==> src/hdl/csv_field_tokenizer_macros.svh <==
// Assertion macros shared by the CSV field tokenizer RTL.
`ifndef CSV_FIELD_TOKENIZER_MACROS_SVH
`define CSV_FIELD_TOKENIZER_MACROS_SVH
`ifndef SYNTHESIS
// Same-cycle implication, checked at every rising edge outside reset.
`define CSVT_ASSERT_NOW(label, clk, rst_n, ante, cons) \
    label: assert property (@(posedge clk) disable iff (!(rst_n)) (ante) |-> (cons)) \
        else $error("csv tokenizer assertion failed");
// Next-cycle implication, checked at every rising edge outside reset.
`define CSVT_ASSERT_NEXT(label, clk, rst_n, ante, cons) \
    label: assert property (@(posedge clk) disable iff (!(rst_n)) (ante) |=> (cons)) \
        else $error("csv tokenizer assertion failed");
`else
`define CSVT_ASSERT_NOW(label, clk, rst_n, ante, cons)
`define CSVT_ASSERT_NEXT(label, clk, rst_n, ante, cons)
`endif
`endif

==> src/hdl/csvt_pkg.sv <==
// Types, codes and constants of the CSV field tokenizer.
`timescale 1ns / 1ps
package csvt_pkg;

    localparam int NULL_MAX_LEN    = 19;
    localparam int NULL_TEXT_BYTES = 19;
    localparam int NULL_TEXT_W     = NULL_TEXT_BYTES * 8;
    localparam int CNT_W           = $clog2(NULL_MAX_LEN + 2);
    localparam int MAX_RESULTS     = 3;
    localparam int RES_CNT_W       = $clog2(MAX_RESULTS + 1);
    localparam int RES_IDX_W       = $clog2(MAX_RESULTS);

    // Result kinds
    localparam logic [1:0] KIND_DATA      = 2'd0;
    localparam logic [1:0] KIND_FIELD_END = 2'd1;
    localparam logic [1:0] KIND_ROW_END   = 2'd2;

    // Configuration register indexes
    localparam logic [2:0] REG_QUOTE_CHAR     = 3'd0;
    localparam logic [2:0] REG_ESCAPE_CHAR    = 3'd1;
    localparam logic [2:0] REG_DELIMITER      = 3'd2;
    localparam logic [2:0] REG_NULL_LENGTH    = 3'd3;
    localparam logic [2:0] REG_NULL_TEXT_LOW  = 3'd4;
    localparam logic [2:0] REG_NULL_TEXT_MID  = 3'd5;
    localparam logic [2:0] REG_NULL_TEXT_HIGH = 3'd6;

    localparam logic [7:0] BYTE_LF = 8'h0A;
    localparam logic [7:0] BYTE_CR = 8'h0D;

    localparam logic [7:0] QUOTE_RESET  = 8'h22;
    localparam logic [7:0] ESCAPE_RESET = 8'h22;
    localparam logic [7:0] DELIM_RESET  = 8'h2C;

    typedef struct packed {
        logic [7:0]             quote_char;
        logic [7:0]             escape_char;
        logic [7:0]             delimiter;
        logic [4:0]             null_length;
        logic [NULL_TEXT_W-1:0] null_text;
    } cfg_t;

    typedef struct packed {
        logic             in_quote;
        logic             escape_pending;
        logic             cr_pending;
        logic [CNT_W-1:0] raw_count;
        logic             raw_matches;
        logic [CNT_W-1:0] cooked_count;
        logic             cooked_matches;
        logic             saw_quote;
    } tok_state_t;

    typedef struct packed {
        logic [1:0] kind;
        logic [7:0] data;
        logic       null_f;
        logic       quoted;
    } tok_result_t;

    typedef struct packed {
        tok_state_t                         st;
        tok_result_t [MAX_RESULTS-1:0]      res;
        logic        [RES_CNT_W-1:0]        cnt;
    } tok_work_t;

endpackage

==> src/hdl/csv_field_tokenizer.sv <==
// CSV field tokenizer top level: one raw byte in, up to three tokens out.
//
//  channel  | direction | handshake          | payload
//  ---------+-----------+--------------------+---------------------------------------------
//  s_       | in        | s_valid / s_ready  | s_in_byte, s_end_of_input
//  m_       | out       | m_valid / m_ready  | m_out_kind, m_out_byte, m_field_null,
//           |           |                    | m_field_quoted, m_last_of_run
//  cfg_     | in        | cfg_wr_en          | cfg_index, cfg_wr_data (no read-back)
//
// Rate: one byte per cycle while each byte yields at most one token and m_ready does not
// stall the output; a byte with several tokens holds the item register for one output load
// per token. Path: s_ port, item register, output register, m_ port.
// Reset: synchronous, active low; parser state and configuration return to defaults.
// Stalls: s_ready follows output register space combinationally through m_ready.
`timescale 1ns / 1ps
`include "csv_field_tokenizer_macros.svh"
module csv_field_tokenizer (
    input  logic        aclk,
    input  logic        aresetn,
    // input byte channel
    input  logic        s_valid,
    output logic        s_ready,
    input  logic [7:0]  s_in_byte,
    input  logic        s_end_of_input,
    // token channel
    output logic        m_valid,
    input  logic        m_ready,
    output logic [1:0]  m_out_kind,
    output logic [7:0]  m_out_byte,
    output logic        m_field_null,
    output logic        m_field_quoted,
    output logic        m_last_of_run,
    // configuration write port
    input  logic        cfg_wr_en,
    input  logic [2:0]  cfg_index,
    input  logic [63:0] cfg_wr_data
);

    // ------------------------------------------------------------------
    // Token engine: the byte-level rules as pure functions
    // ------------------------------------------------------------------

    // Advance a null-string matcher by one byte; the count saturates one past the limit.
    function automatic logic [csvt_pkg::CNT_W:0] f_track(
        input logic [csvt_pkg::CNT_W-1:0] cnt,
        input logic                       match,
        input logic [7:0]                 b,
        input csvt_pkg::cfg_t             cfg
    );
        logic [7:0]                 nb;
        logic [csvt_pkg::CNT_W-1:0] c;
        logic                       m;
        nb = (cnt < csvt_pkg::CNT_W'(csvt_pkg::NULL_TEXT_BYTES)) ?
             cfg.null_text[{cnt, 3'b000} +: 8] : 8'h00;
        c  = cnt;
        m  = match;
        if (cnt >= cfg.null_length || cnt >= csvt_pkg::CNT_W'(csvt_pkg::NULL_MAX_LEN) ||
            nb != b) begin
            m = 1'b0;
        end
        if (cnt < csvt_pkg::CNT_W'(csvt_pkg::NULL_MAX_LEN + 1)) begin
            c = cnt + 1'b1;
        end
        return {c, m};
    endfunction

    // Append a token; tokens past the third are dropped, state still advances.
    function automatic csvt_pkg::tok_work_t f_emit(
        input csvt_pkg::tok_work_t w,
        input logic [1:0]          kind,
        input logic [7:0]          b,
        input logic                nul,
        input logic                quo
    );
        csvt_pkg::tok_work_t r;
        r = w;
        if (w.cnt < csvt_pkg::RES_CNT_W'(csvt_pkg::MAX_RESULTS)) begin
            r.res[w.cnt[csvt_pkg::RES_IDX_W-1:0]] = '{kind: kind, data: b,
                                                      null_f: nul, quoted: quo};
            r.cnt = w.cnt + 1'b1;
        end
        return r;
    endfunction

    function automatic csvt_pkg::tok_work_t f_cooked_data(
        input csvt_pkg::tok_work_t w,
        input logic [7:0]          b,
        input csvt_pkg::cfg_t      cfg
    );
        csvt_pkg::tok_work_t r;
        r = w;
        {r.st.cooked_count, r.st.cooked_matches} =
            f_track(w.st.cooked_count, w.st.cooked_matches, b, cfg);
        r = f_emit(r, csvt_pkg::KIND_DATA, b, 1'b0, 1'b0);
        return r;
    endfunction

    // Release a held carriage return as data.
    function automatic csvt_pkg::tok_work_t f_flush_cr(
        input csvt_pkg::tok_work_t w,
        input csvt_pkg::cfg_t      cfg
    );
        csvt_pkg::tok_work_t r;
        r = w;
        if (w.st.cr_pending) begin
            r.st.cr_pending = 1'b0;
            r = f_cooked_data(r, csvt_pkg::BYTE_CR, cfg);
        end
        return r;
    endfunction

    // Deliver one unescaped byte; hold a carriage return until its fate is known.
    function automatic csvt_pkg::tok_work_t f_cook(
        input csvt_pkg::tok_work_t w,
        input logic [7:0]          b,
        input csvt_pkg::cfg_t      cfg
    );
        csvt_pkg::tok_work_t r;
        r = f_flush_cr(w, cfg);
        if (b == csvt_pkg::BYTE_CR) begin
            r.st.cr_pending = 1'b1;
        end else begin
            r = f_cooked_data(r, b, cfg);
        end
        return r;
    endfunction

    function automatic csvt_pkg::tok_work_t f_end_field(
        input csvt_pkg::tok_work_t w,
        input logic                row,
        input csvt_pkg::cfg_t      cfg
    );
        csvt_pkg::tok_work_t r;
        logic                nul;
        r   = w;
        nul = w.st.raw_matches && (w.st.raw_count == csvt_pkg::CNT_W'(cfg.null_length));
        if (row) begin
            // drop a trailing carriage return and retest null on the cooked bytes
            if (!nul && w.st.cr_pending) begin
                nul = w.st.cooked_matches &&
                      (w.st.cooked_count == csvt_pkg::CNT_W'(cfg.null_length));
            end
            r.st.cr_pending = 1'b0;
        end else begin
            r = f_flush_cr(r, cfg);
        end
        r = f_emit(r, row ? csvt_pkg::KIND_ROW_END : csvt_pkg::KIND_FIELD_END, 8'h00,
                   nul, w.st.saw_quote);
        r.st.raw_count      = '0;
        r.st.raw_matches    = 1'b1;
        r.st.cooked_count   = '0;
        r.st.cooked_matches = 1'b1;
        r.st.saw_quote      = 1'b0;
        return r;
    endfunction

    function automatic csvt_pkg::tok_work_t f_plain(
        input csvt_pkg::tok_work_t w,
        input logic [7:0]          b,
        input csvt_pkg::cfg_t      cfg
    );
        csvt_pkg::tok_work_t r;
        r = w;
        if (!w.st.in_quote) begin
            if (b == cfg.delimiter || b == csvt_pkg::BYTE_LF) begin
                r = f_end_field(r, b == csvt_pkg::BYTE_LF, cfg);
            end else begin
                {r.st.raw_count, r.st.raw_matches} =
                    f_track(w.st.raw_count, w.st.raw_matches, b, cfg);
                if (b == cfg.quote_char) begin
                    r.st.in_quote  = 1'b1;
                    r.st.saw_quote = 1'b1;
                end else begin
                    r = f_cook(r, b, cfg);
                end
            end
        end else begin
            {r.st.raw_count, r.st.raw_matches} =
                f_track(w.st.raw_count, w.st.raw_matches, b, cfg);
            if (b == cfg.escape_char) begin
                r.st.escape_pending = 1'b1;
            end else if (b == cfg.quote_char) begin
                r.st.in_quote = 1'b0;
            end else begin
                r = f_cook(r, b, cfg);
            end
        end
        return r;
    endfunction

    function automatic csvt_pkg::tok_work_t f_take(
        input csvt_pkg::tok_work_t w,
        input logic [7:0]          b,
        input csvt_pkg::cfg_t      cfg
    );
        csvt_pkg::tok_work_t r;
        logic                done;
        r    = w;
        done = 1'b0;
        if (w.st.escape_pending) begin
            r.st.escape_pending = 1'b0;
            if (b == cfg.quote_char || b == cfg.escape_char) begin
                {r.st.raw_count, r.st.raw_matches} =
                    f_track(w.st.raw_count, w.st.raw_matches, b, cfg);
                r    = f_cook(r, b, cfg);
                done = 1'b1;
            end else if (cfg.escape_char == cfg.quote_char) begin
                r.st.in_quote = 1'b0;
            end else begin
                r = f_cook(r, cfg.escape_char, cfg);
            end
        end
        if (!done) begin
            r = f_plain(r, b, cfg);
        end
        return r;
    endfunction

    // ------------------------------------------------------------------
    // Configuration registers
    // ------------------------------------------------------------------
    csvt_pkg::cfg_t cfg_reg;

    always_ff @(posedge aclk) begin
        if (!aresetn) begin
            cfg_reg.quote_char  <= csvt_pkg::QUOTE_RESET;
            cfg_reg.escape_char <= csvt_pkg::ESCAPE_RESET;
            cfg_reg.delimiter   <= csvt_pkg::DELIM_RESET;
            cfg_reg.null_length <= '0;
            cfg_reg.null_text   <= '0;
        end else if (cfg_wr_en) begin
            unique case (cfg_index)
                csvt_pkg::REG_QUOTE_CHAR:     cfg_reg.quote_char      <= cfg_wr_data[7:0];
                csvt_pkg::REG_ESCAPE_CHAR:    cfg_reg.escape_char     <= cfg_wr_data[7:0];
                csvt_pkg::REG_DELIMITER:      cfg_reg.delimiter       <= cfg_wr_data[7:0];
                csvt_pkg::REG_NULL_LENGTH:    cfg_reg.null_length     <= cfg_wr_data[4:0];
                csvt_pkg::REG_NULL_TEXT_LOW:  cfg_reg.null_text[63:0]   <= cfg_wr_data;
                csvt_pkg::REG_NULL_TEXT_MID:  cfg_reg.null_text[127:64] <= cfg_wr_data;
                csvt_pkg::REG_NULL_TEXT_HIGH: cfg_reg.null_text[151:128] <= cfg_wr_data[23:0];
                default: ;  // unmapped index: drop the write
            endcase
        end
    end

    // ------------------------------------------------------------------
    // Item register, parser state and drain index
    // ------------------------------------------------------------------
    logic                              item_valid_reg;
    logic [7:0]                        item_byte_reg;
    logic                              item_eoi_reg;
    csvt_pkg::tok_state_t              state_reg;
    logic [csvt_pkg::RES_IDX_W-1:0]    idx_reg;
    logic [csvt_pkg::RES_IDX_W-1:0]    idx_next;

    logic                              m_valid_reg;
    csvt_pkg::tok_result_t             m_res_reg;
    logic                              m_last_reg;

    csvt_pkg::tok_work_t               work;
    csvt_pkg::tok_work_t               work_first;
    csvt_pkg::tok_work_t               work_start;
    logic                              out_free;
    logic                              load_out;
    logic                              last_sel;
    logic                              consume;
    logic                              s_accept;

    // Evaluate the held byte against the committed state; at end of input a non-newline byte
    // gets an implied newline as second pass unless it would only land inside an open quote.
    always_comb begin
        work_start     = '0;
        work_start.st  = state_reg;
        work_first     = f_take(work_start, item_byte_reg, cfg_reg);
        work           = work_first;
        if (item_eoi_reg && item_byte_reg != csvt_pkg::BYTE_LF &&
            (!work_first.st.in_quote ||
             (work_first.st.escape_pending && cfg_reg.escape_char == cfg_reg.quote_char)))
        begin
            work = f_take(work_first, csvt_pkg::BYTE_LF, cfg_reg);
        end
    end

    // Hand out tokens one per output load; commit the state with the final token, or at
    // once when the byte produces none.
    assign out_free = !m_valid_reg || m_ready;
    assign last_sel = (csvt_pkg::RES_CNT_W'(idx_reg) + 1'b1) == work.cnt;
    assign load_out = item_valid_reg && (work.cnt != '0) && out_free;
    assign consume  = item_valid_reg && ((work.cnt == '0) || (out_free && last_sel));
    assign s_ready  = !item_valid_reg || consume;
    assign s_accept = s_valid && s_ready;
    assign idx_next = consume ? '0 : (load_out ? idx_reg + 1'b1 : idx_reg);

    always_ff @(posedge aclk) begin
        if (!aresetn) begin
            item_valid_reg           <= 1'b0;
            idx_reg                  <= '0;
            state_reg.in_quote       <= 1'b0;
            state_reg.escape_pending <= 1'b0;
            state_reg.cr_pending     <= 1'b0;
            state_reg.raw_count      <= '0;
            state_reg.raw_matches    <= 1'b1;
            state_reg.cooked_count   <= '0;
            state_reg.cooked_matches <= 1'b1;
            state_reg.saw_quote      <= 1'b0;
        end else begin
            idx_reg <= idx_next;
            if (s_accept) begin
                item_valid_reg <= 1'b1;
            end else if (consume) begin
                item_valid_reg <= 1'b0;
            end
            if (consume) begin
                state_reg <= work.st;
            end
        end
    end

    // Item payload: load on acceptance, hold otherwise.
    always_ff @(posedge aclk) begin
        if (s_accept) begin
            item_byte_reg <= s_in_byte;
            item_eoi_reg  <= s_end_of_input;
        end
    end

    // Output register: advance on load, drop valid once taken.
    always_ff @(posedge aclk) begin
        if (!aresetn) begin
            m_valid_reg <= 1'b0;
        end else if (load_out) begin
            m_valid_reg <= 1'b1;
        end else if (m_ready) begin
            m_valid_reg <= 1'b0;
        end
    end

    always_ff @(posedge aclk) begin
        if (load_out) begin
            m_res_reg  <= work.res[idx_reg];
            m_last_reg <= last_sel;
        end
    end

    assign m_valid        = m_valid_reg;
    assign m_out_kind     = m_res_reg.kind;
    assign m_out_byte     = m_res_reg.data;
    assign m_field_null   = m_res_reg.null_f;
    assign m_field_quoted = m_res_reg.quoted;
    assign m_last_of_run  = m_last_reg;

    // ------------------------------------------------------------------
    // Assertions
    // ------------------------------------------------------------------
    // a partly drained byte always has its item still held
    `CSVT_ASSERT_NOW(a_idx_needs_item, aclk, aresetn, idx_reg != '0, item_valid_reg)
    // the token that retires a byte is flagged as the last of its run
    `CSVT_ASSERT_NEXT(a_retire_marks_last, aclk, aresetn, consume && work.cnt != '0,
        m_valid_reg && m_last_reg)
    // parser state holds while a byte's tokens are still draining
    `CSVT_ASSERT_NEXT(a_state_holds, aclk, aresetn, item_valid_reg && !consume,
        $stable(state_reg))
    // data tokens never carry field flags
    `CSVT_ASSERT_NOW(a_data_no_flags, aclk, aresetn,
        m_valid_reg && m_res_reg.kind == csvt_pkg::KIND_DATA,
        !m_res_reg.null_f && !m_res_reg.quoted)

endmodule

==> config.mk <==
export PLATFORM = sky130hd
export DESIGN_NAME = csv_field_tokenizer
export DESIGN_NICKNAME = d
export VERILOG_FILES = /design/src/hdl/csvt_pkg.sv /design/src/hdl/csv_field_tokenizer.sv
export VERILOG_INCLUDE_DIRS = /design/src /design/src/hdl
export SDC_FILE = /design/constraint.sdc
export NUM_CORES = 1
export LEC_CHECK = 0
export BUFFER_PORTS_ARGS = -buffer_cell sky130_fd_sc_hd__buf_2
export CORE_ASPECT_RATIO = 0.7
export CORE_UTILIZATION = 23
export DETAILED_ROUTE_END_ITERATION = 7
export PLACE_DENSITY = 0.38
export SYNTH_ARGS = -nofsm -noshare
export SYNTH_HDL_FRONTEND = slang
export SYNTH_SLANG_ARGS = --single-unit
==> constraint.sdc <==
create_clock -name aclk -period 8.39 [get_ports aclk]
set_input_delay 0.4195 -clock aclk [delete_from_list [all_inputs] [get_ports aclk]]
set_output_delay 0.4195 -clock aclk [all_outputs]
set_load 0.02 [all_outputs]
Word-level counts from Yosys, hierarchy flattened --
Index checks and enable logic that the tools add are counted.
Storage, ports and cells: bits in registers 223, logic and storage cells 486
Operators by class: add/sub/neg operators 28, $lt $le $gt $ge 97, equality and inequality tests 36, shift operators 15, muxes and demuxes 188, bitwise gates (word level) 16, reductions and logical operators 81
Operators with widths (count):
- 152-bit by 9-bit indexed part select with 8-bit output | 15
- 54-bit two-way mux | 36
- 38-bit two-way mux | 18
- 45-bit two-way mux | 12
- 53-bit two-way mux | 7
- 12-bit demux with 2-bit select | 12
- 36-bit bitwise mux | 7
- 12-bit two-way mux | 13
- 5-bit less-than comparator, second input constant | 30
- 8-bit two-way mux | 15
- 52-bit two-way mux | 2
- 27-bit AND | 3
- 27-bit inverter | 3
- 5-bit by 1-bit adder with 5-bit output, second input constant | 15
- 5-bit >= comparator | 15
- 5-bit >= comparator, second input constant | 15
- 5-bit two-way mux | 15
- 8-bit by 4-bit != test with 1-bit output, second input constant | 9
- 30-bit AND | 2
- 30-bit inverter | 2
- 8-bit != test | 7
- 1-bit two-way mux | 48
- 2-bit by 3-bit less-than comparator with 1-bit output, second input constant | 13
- 1-bit logical OR | 37
- 24 further kinds | 110

Depth between registers and ports, before layout --
Gate-level depths: netlist of the first run.
word-level depth 97, mapped depth 31

Worst setup path before layout of the first run --
OpenSTA, ideal clock, no wires.
kind register -> register, start point register item_byte_reg[1], end point register m_res_reg (netlist bit m_field_null) (data pin), library setup time 0.265 ns, arrival 5.901 ns, data required time 8.125 ns, setup slack 2.223 ns, stages on the path, launching flop included 31, buffers on the path 5, clock period less this slack 6.167 ns, path through edfxtp_1 buf_4 xor2_1 nor4_1 and2_1 buf_4 o21ai_1 a211oi_1 a211oi_1 clkbuf_1 clkbuf_1 ha_1 and2_1 clkbuf_1 o41ai_1 nand2b_1 or4_1 nand3_1 nand2_1 inv_1 ha_1 nand2_1 nor2_1 a2bb2oi_2 a21boi_2 and3_1 o31ai_4 ha_1 and4_1 a41oi_1 a31oi_1
Between the ends: word-level cells in the longest chain between the ends 54
Ends and longest elaborated chain:
- from (decl) | line csv_field_tokenizer.sv:249 | logic [7:0] item_byte_reg;
- from (signal assigned) | line csv_field_tokenizer.sv:321 | item_byte_reg <= s_in_byte;
- parallel branches: the longest is 51 deep, another holds 5-bit by 1-bit adder with 5-bit output
- 54-bit two-way mux * | line csv_field_tokenizer.sv:275 | if (item_eoi_reg && item_byte_reg != csvt_pkg::BYTE_LF &&
- 12-bit binary-select mux with 2-bit select * | line csv_field_tokenizer.sv:339 | m_res_reg <= work.res[idx_reg];
- 12-bit two-way mux (implied by the code) * | line csv_field_tokenizer.sv:339
- to (signal assigned) | line csv_field_tokenizer.sv:339
- to (decl) | line csv_field_tokenizer.sv:256 | csvt_pkg::tok_result_t m_res_reg;
Every way passes the cells marked *. The select of a mux whose other input is x is not followed. A chain may end at the register's enable or synchronous reset.

Worst setup path in the final report of the first run --
start point register item_byte_reg[5], end point register m_res_reg (netlist bit m_field_null) (data pin)
Same word-level chain as after synthesis.

==> out/metrics.cfg, run 1 <==
[critical_path]
path_max_fanout = 14
crit_buf_inv = 2
cp.arrival_ns = 7.65
cp_cell_sequence = xor2_1 -> nor4_1 -> and2_1 -> o31ai_4 -> a22oi_1 -> and3_1 -> inv_2 -> o41ai_1 -> nand2b_1 -> or4_1 -> nand3_1 -> nand2_1 -> inv_1 -> ha_1 -> nand2_1 -> nor2_1 -> a2bb2oi_2 -> a21boi_2 -> and3_1 -> o31ai_4 -> ha_1 -> and4_1 -> a41oi_1 -> a31oi_1
path_class = flip-flop to flip-flop
crit_family = simple AND/OR/NAND/NOR gates
cp-end-kind = flip-flop
crit_required_ns = 8.73
start_kind = flip-flop
crit_path_top_delay_cell = edfxtp_1
critPathMaxStageDelay_ns = 0.82

[power]
netSwitchingPower_uw = 955
p_sw_share_pct = 31.7
power.leakage_uw = 0.00859
power_frac_clock_pct = 43.5
cellInternalPower_uw = 2060
power_uw = 3010
ir_drop_mv = 0.146
p_per_area_nw_per_um2 = 124
pwr-share-comb_pct = 17.2
p_seq_share_pct = 39.3

[floorplanning]
die_w_um = 364
core_um2 = 90500
die_area_um2 = 93100
rows = 92
ioPinCount = 96
die_h_um = 256
initial_utilization_pct = 23.4

[synth]
ys_async_sr_fraction_pct = 0
synth_fa_ha_area_share_pct = 3.07
synthTopCellsByArea = dfxtp_1 19%, nand2_1 10%, mux4_2 9.8%
ys_types = 107
synth-seq-cells = 223
synth_top_family_by_area = simple AND/OR/NAND/NOR gates
synth_nets = 2844
syn_avg_cell_area_um2 = 7.79
synth-main-ff-cell = dfxtp_1
syn_area_um2 = 21100
syn_inst = 2712
synth_simple_gate_area_share_pct = 24.9
synth_xor_area_share_pct = 3.23
synth_compound_area_share_pct = 23.8
synth_edf_count = 22
yosysWarnings = 0
ys_seq_area_share_pct = 22.2
synthMuxAreaShare_pct = 17.6
synth_top_area_cell = dfxtp_1
synth_top_area_share_pct = 19.0

[layout]
final.fill_count = 9930
largest_reg_flops = 181
final-seq-area_um2 = 4690
fin_util_pct = 26.8
mostFrequentLayoutCell = nand2_1
nets = 2887
drive_gt1_share_pct = 15.1
most-common-layout-cells = 569 x nand2_1, 196 x dfxtp_1, 172 x a21boi_0, 163 x nor2_1, 156 x mux2i_1
multi_input_area_um2 = 15400
design_area_um2 = 24300
synthToLayoutAreaGrowth_pct = 15.0

[detailed_routing]
drc = 0
vias_per_cell = 5.77
drt_pass1_iterations = 6
vias = 23100
ant_nets = 0
wl_um = 125000
drt-initial-drc-count = 2813
wl_per_cell_um = 31.3

[sta]
post-route-period-util_pct = 87.1
tightest_slew_ns = 1.36
timing.setup.tns_ns = 0
slew_violations = 0
min_period_ns = 7.30
setup_viol = 0
timing.slew.headroom_pct = 8.44
rsz0062_at_grt = no
fmax_ghz = 0.137
hold_violations = 0
worst_hold_slack_ns = 0.0694
fin_worst_skew_ns = 0.0183

[global_route]
grt_pass1_vias = 22100
grtUsageTotal_pct = 26.3
overflow = 0
antenna_found_initial = 10
grt_first_pass_wirelength_um = 176000
grt_max_degree = 106

[clocking]
cts-htree-levels = 1
cts_root_buffer = clkbuf_16
postCtsSetupBuffers = 0
cts_made_buffers = 28
cts_tree = yes
clock_path_buffers = 3
path_clk_slew_ns = 0.06
clock_latency_ns = 0.61
cts.sinks = 223

[run_status]
status = finished clean

[placement]
place.port_buffers = 95
place_area_um2 = 23200
dp_hpwl_um = 97600
gp_congestion = 1.02

[run]
cap_violations = 0

[hold_path]
holdCritPathClass = input port to flip-flop

## tightest hold or removal path, stage by stage
cell and delay (ns):
buf_2 0.10, nand2_1 0.04, a21boi_0 0.06
## synth_stat cells (10+ instances only)
cell type and number:
mux4_2 92, clkbuf_1 128, nand3b_1 11, buf_4 14
dfxtp_1 201, a211oi_1 29, xor2_1 29, o211ai_1 15
mux2i_1 157, or4_1 13, nor3b_1 10, nor2b_1 34
o221ai_1 11, nor2_1 166, nand4_1 31, and3_1 26
a2111oi_0 13, nor3_1 54, inv_2 11, a31oi_1 27
nand2b_1 25, buf_2 35, o21a_1 14, nand2_1 569
a21oi_1 140, edfxtp_1 22, and2_1 18, ha_1 51
nand3_1 77, nor4_1 31, xnor2_1 47, inv_1 47
a21boi_0 172, o21ai_0 99, buf_1 20, a221oi_1 11
a311oi_1 18, o22ai_1 26
## final timing paths
path | start | to | slack (ns) | depth (start not counted)
min | cfg_wr_data[46] | cfg_reg[110] | 0.07 | 3
min reg2reg | cfg_reg[166] | cfg_reg[166] | 0.47 | 2
max | item_byte_reg[5] | m_field_null | 1.09 | 24
max reg2reg | item_byte_reg[5] | m_field_null | 1.09 | 24
## power groups by stage
stage / clock [uW] / combinational (uW) / sequential, uW
finish: 1310 / 518 / 1180
global route: 1390 / 553 / 1190
CTS: 1350 / 510 / 1180
detailed placement: 0 / 505 / 1200
global placement: 0 / 506 / 1200
floorplan: 0 / 304 / 1160
## stage by stage
stage / std cells / setup WS (ns)
CTS: 3999 / 1.21
global route: 3999 / 0.581
detailed placement: 3937 / 1.24
global placement: 3937 / 1.39
finish: 4000 / 1.09
floorplan: 2712 / 2.22
## layer usage
layer	part of all wire, %	global-route usage, %	up-vias
met4	1.7	4.17	2
met5	0.0064	0.671	-
li1	-	-	10100
met1	50	41.1	11700
met3	11	7.76	133
met2	38	35.0	1165
## kinds of logic after synthesis
family | count (synthesis)
AO/OA/AOI/OAI | 714
XOR/XNOR | 77
adder cells (fa/ha/maj) | 52
buffers and inverters | 264
flip-flops | 223
multiplexers | 255
AND/OR/NAND/NOR | 1127
## cell type report
type / count / area share [%]
Multi-Input combinational cell: 2225 / 63.6
Inverter: 65 / 1.01
Timing Repair Buffer: 212 / 5.79
Clock buffer: 37 / 3.27
Clock inverter: 15 / 0.737
Tap cell: 1222 / 6.29
Antenna cell: 1 / 0.0103
Sequential cell: 223 / 19.3
## timing repair
action                                 in CTS  in global routing
hold buffers                               10                  0
resized for setup                           0                  0
endpoints found under the hold margin      10                  0
(Power assumes the default switching activity.)
==> inputs of run 2 (changes only) <==
--- a/config.mk
+++ b/config.mk
@@ -9,6 +9,7 @@
 export BUFFER_PORTS_ARGS = -buffer_cell sky130_fd_sc_hd__buf_2
 export CORE_ASPECT_RATIO = 0.7
 export CORE_UTILIZATION = 23
+export CTS_BUF_LIST = sky130_fd_sc_hd__clkbuf_2
 export DETAILED_ROUTE_END_ITERATION = 7
 export PLACE_DENSITY = 0.38
 export SYNTH_ARGS = -nofsm -noshare
==> run 2 against run 1 <==
Die area stayed put. Clock skew grew 0.054 ns. Final cell count grew 4.6%. Sequential power about the same. Combinational power up 7.7%. Via count increased by 3.1%. Total power is 11% lower. First-iteration DRC count increased by 2.5%. Critical path depth is the same. Sequential share of layout area fell by 0.60 points. Maximum frequency down 0.20%. Utilization grew 0.86 points. Largest power group is now registers.
==> out/metrics.cfg, run 2 (synthesized netlist as in run 1, its figures left out) <==
[sta]
setup_viol = 0  ; unchanged
timing.slew.headroom_pct = 15.8  ; was 8.44%
timing.setup.tns_ns = 0  ; unchanged
fmax_ghz = 0.137  ; about the same
rsz0062_at_grt = no  ; unchanged
min_period_ns = 7.32  ; was 7.30 ns
slew_violations = 0  ; unchanged
hold_violations = 0  ; unchanged
fin_ws_ns = 1.07  ; was 1.09 ns
tightest_slew_ns = 1.25  ; was 1.36 ns
fin_worst_skew_ns = 0.0727  ; was 0.0183 ns
post-route-period-util_pct = 87.2  ; was 87.1%

[clocking]
clock_path_buffers = 3  ; unchanged
path_clk_slew_ns = 0.12  ; was 0.06 ns
cts_root_buffer = clkbuf_2  ; was clkbuf_16
postCtsSetupBuffers = 0  ; unchanged
cts.sinks = 223  ; unchanged
cts_made_buffers = 70  ; was 28
cts_tree = yes  ; unchanged
clock_latency_ns = 1.10  ; was 0.61 ns
cts-htree-levels = 3  ; was 1

[layout]
nets = 3037  ; was 2,887
mostFrequentLayoutCell = nand2_1  ; unchanged
synthToLayoutAreaGrowth_pct = 18.6  ; was 15.0%
design_area_um2 = 25100  ; was 24,300 um2
instances_no_fill = 4184  ; was 4,000
largest_reg_flops = 181  ; unchanged
most-common-layout-cells = 569 x nand2_1, 196 x dfxtp_1, 172 x a21boi_0, 163 x nor2_1, 156 x mux2i_1  ; unchanged
drive_gt1_share_pct = 16.4  ; was 15.1%

[floorplanning]
die_area_um2 = 93100  ; unchanged
die_w_um = 364  ; unchanged
rows = 92  ; unchanged
core_um2 = 90500  ; unchanged
initial_utilization_pct = 23.4  ; unchanged
die_h_um = 256  ; unchanged
ioPinCount = 96  ; unchanged

[critical_path]
r2r_slack_ns = 1.07  ; was 1.09 ns
cp-end-kind = flip-flop  ; unchanged
cp_cell_sequence = xor2_1 -> nor4_1 -> and2_1 -> o31ai_4 -> a22oi_1 -> and3_1 -> inv_2 -> o41ai_1 -> nand2b_1 -> or4_1 -> nand3_1 -> nand2_1 -> inv_1 -> ha_1 -> nand2_1 -> nor2_1 -> a2bb2oi_2 -> a21boi_2 -> and3_1 -> o31ai_4 -> ha_1 -> and4_1 -> a41oi_1 -> a31oi_1  ; unchanged
crit_required_ns = 9.23  ; was 8.73 ns
critPathMaxStageDelay_ns = 0.85  ; was 0.82 ns
crit_buf_inv = 2  ; unchanged
r2r_cells = 24  ; unchanged
path_max_fanout = 14  ; unchanged
start_kind = flip-flop  ; unchanged
crit_family = simple AND/OR/NAND/NOR gates  ; unchanged
cp.arrival_ns = 8.16  ; was 7.65 ns
path_class = flip-flop to flip-flop  ; unchanged
crit_path_top_delay_cell = edfxtp_1  ; unchanged
r2r_end = m_field_null  ; unchanged
r2r_start = item_byte_reg[5]  ; unchanged

[run_status]
status = finished clean  ; unchanged

[detailed_routing]
vias_per_cell = 5.69  ; was 5.77
drt_pass1_iterations = 6  ; unchanged
wl_um = 127000  ; was 125,000 um
wl_per_cell_um = 30.3  ; was 31.3 um
vias = 23800  ; was 23,100
drt-initial-drc-count = 2884  ; was 2,813
drc = 0  ; unchanged
ant_nets = 0  ; unchanged

[placement]
dp_hpwl_um = 97600  ; unchanged
pre_cts_slack_ns = 1.24  ; unchanged
place_inst = 3937  ; unchanged
place_area_um2 = 23200  ; unchanged
place.port_buffers = 95  ; unchanged
gp_congestion = 1.02  ; unchanged

[global_route]
grt_first_pass_wirelength_um = 178000  ; was 176,000 um
antenna_found_initial = 13  ; was 10
grt_max_degree = 106  ; unchanged
met3_usage_pct = 8.37  ; was 7.76%
grtUsageMet2_pct = 35.5  ; was 35.0%
grt_pass1_vias = 22900  ; was 22,100
grt.busiest_layer = met1  ; unchanged
overflow = 0  ; unchanged
met1_usage_pct = 41.1  ; about the same
grtUsageTotal_pct = 26.8  ; was 26.3%

[hold_path]
worstHoldPathCells = 4  ; was 3
holdCritPathClass = input port to flip-flop  ; unchanged
min_to = cfg_reg[117]  ; was cfg_reg[110]
hp-start = cfg_wr_data[53]  ; was cfg_wr_data[46]

[power]
power.leakage_uw = 0.00905  ; was 0.00859 uW
ir_drop_mv = 0.0632  ; was 0.146 mV
p_per_area_nw_per_um2 = 107  ; was 124 nW/um2

[run]
cap_violations = 0  ; unchanged

## run 2: cell types whose count changed in the layout (fill, tap and decap cells not counted), sizes merged
cell,before,now
clkinvlp,1,2
bufinv,3,1
clkinv,14,21
dlygate4sd3,10,118
diode,1,3
clkbuf,37,105
## run 2: worst reg2reg max path: stages, from the launching register on
cell and delay (ns):
edfxtp_1 0.85, xor2_1 0.15, nor4_1 0.34, and2_1 0.59
o31ai_4 0.25, a22oi_1 0.46, and3_1 0.53, inv_2 0.22
o41ai_1 0.72, nand2b_1 0.13, or4_1 0.50, nand3_1 0.15
nand2_1 0.13, inv_1 0.10, ha_1 0.16, nand2_1 0.09
nor2_1 0.25, a2bb2oi_2 0.12, a21boi_2 0.21, and3_1 0.23
o31ai_4 0.21, ha_1 0.26, and4_1 0.19, a41oi_1 0.22
a31oi_1 0.06
## run 2: power breakdown
| part | total (uW) | internal (uW) | switching [uW] |
|---|---|---|---|
| Sequential | 1180 | 1110 | 75.8 |
| Combinational | 558 | 219 | 339 |
| Clock | 946 | 373 | 573 |
## run 2: timing repair
action | in CTS | in global routing
resized for setup | 0 | 0
setup endpoints to repair | 0 | 0
hold buffers | 118 | 0
hold endpoints to repair | 204 | 0
## run 2: how the worst max path moves through the flow
stage,startpoint,endpoint,slack (ns),cells past startpoint
floorplan,item_byte_reg[1],m_field_null,2.22,30
global placement,item_byte_reg[5],m_field_null,1.39,25
detailed placement,item_byte_reg[5],m_field_null,1.24,25
CTS,item_byte_reg[5],s_ready,1.22,17
global route,state_reg[13],m_field_null,0.66,25
finish,item_byte_reg[5],m_field_null,1.07,24
## run 2: cell type report
class                           count  area [um2]
Fill cell                        9960       65400
Multi-Input combinational cell   2225       15400
Sequential cell                   223        4690
Timing Repair Buffer              320        2490
Tap cell                         1222        1530
Clock buffer                      105         526
Inverter                           65         246
Clock inverter                     21         138
Antenna cell                        3        7.51
## run 2: routing by layer
metal  wire, um  share of wire, %
met5         13             0.010
met4       2350               1.9
met3      13500                11
met2      48200                38
met1      62700                49
## run 2: per-stage QoR
| step | hold WS (ns) | util, % | total power (uW) |
|---|---|---|---|
| finish | 0.146 | 27.7 | 2690 |
| global route | 0.0493 | 27.7 | 2830 |
| CTS | 0.000118 | 27.7 | 2730 |
| detailed placement | 0.466 | 25.7 | 1710 |
| global placement | 0.456 | 25.7 | 1710 |
| floorplan | 0.445 | - | 1470 |
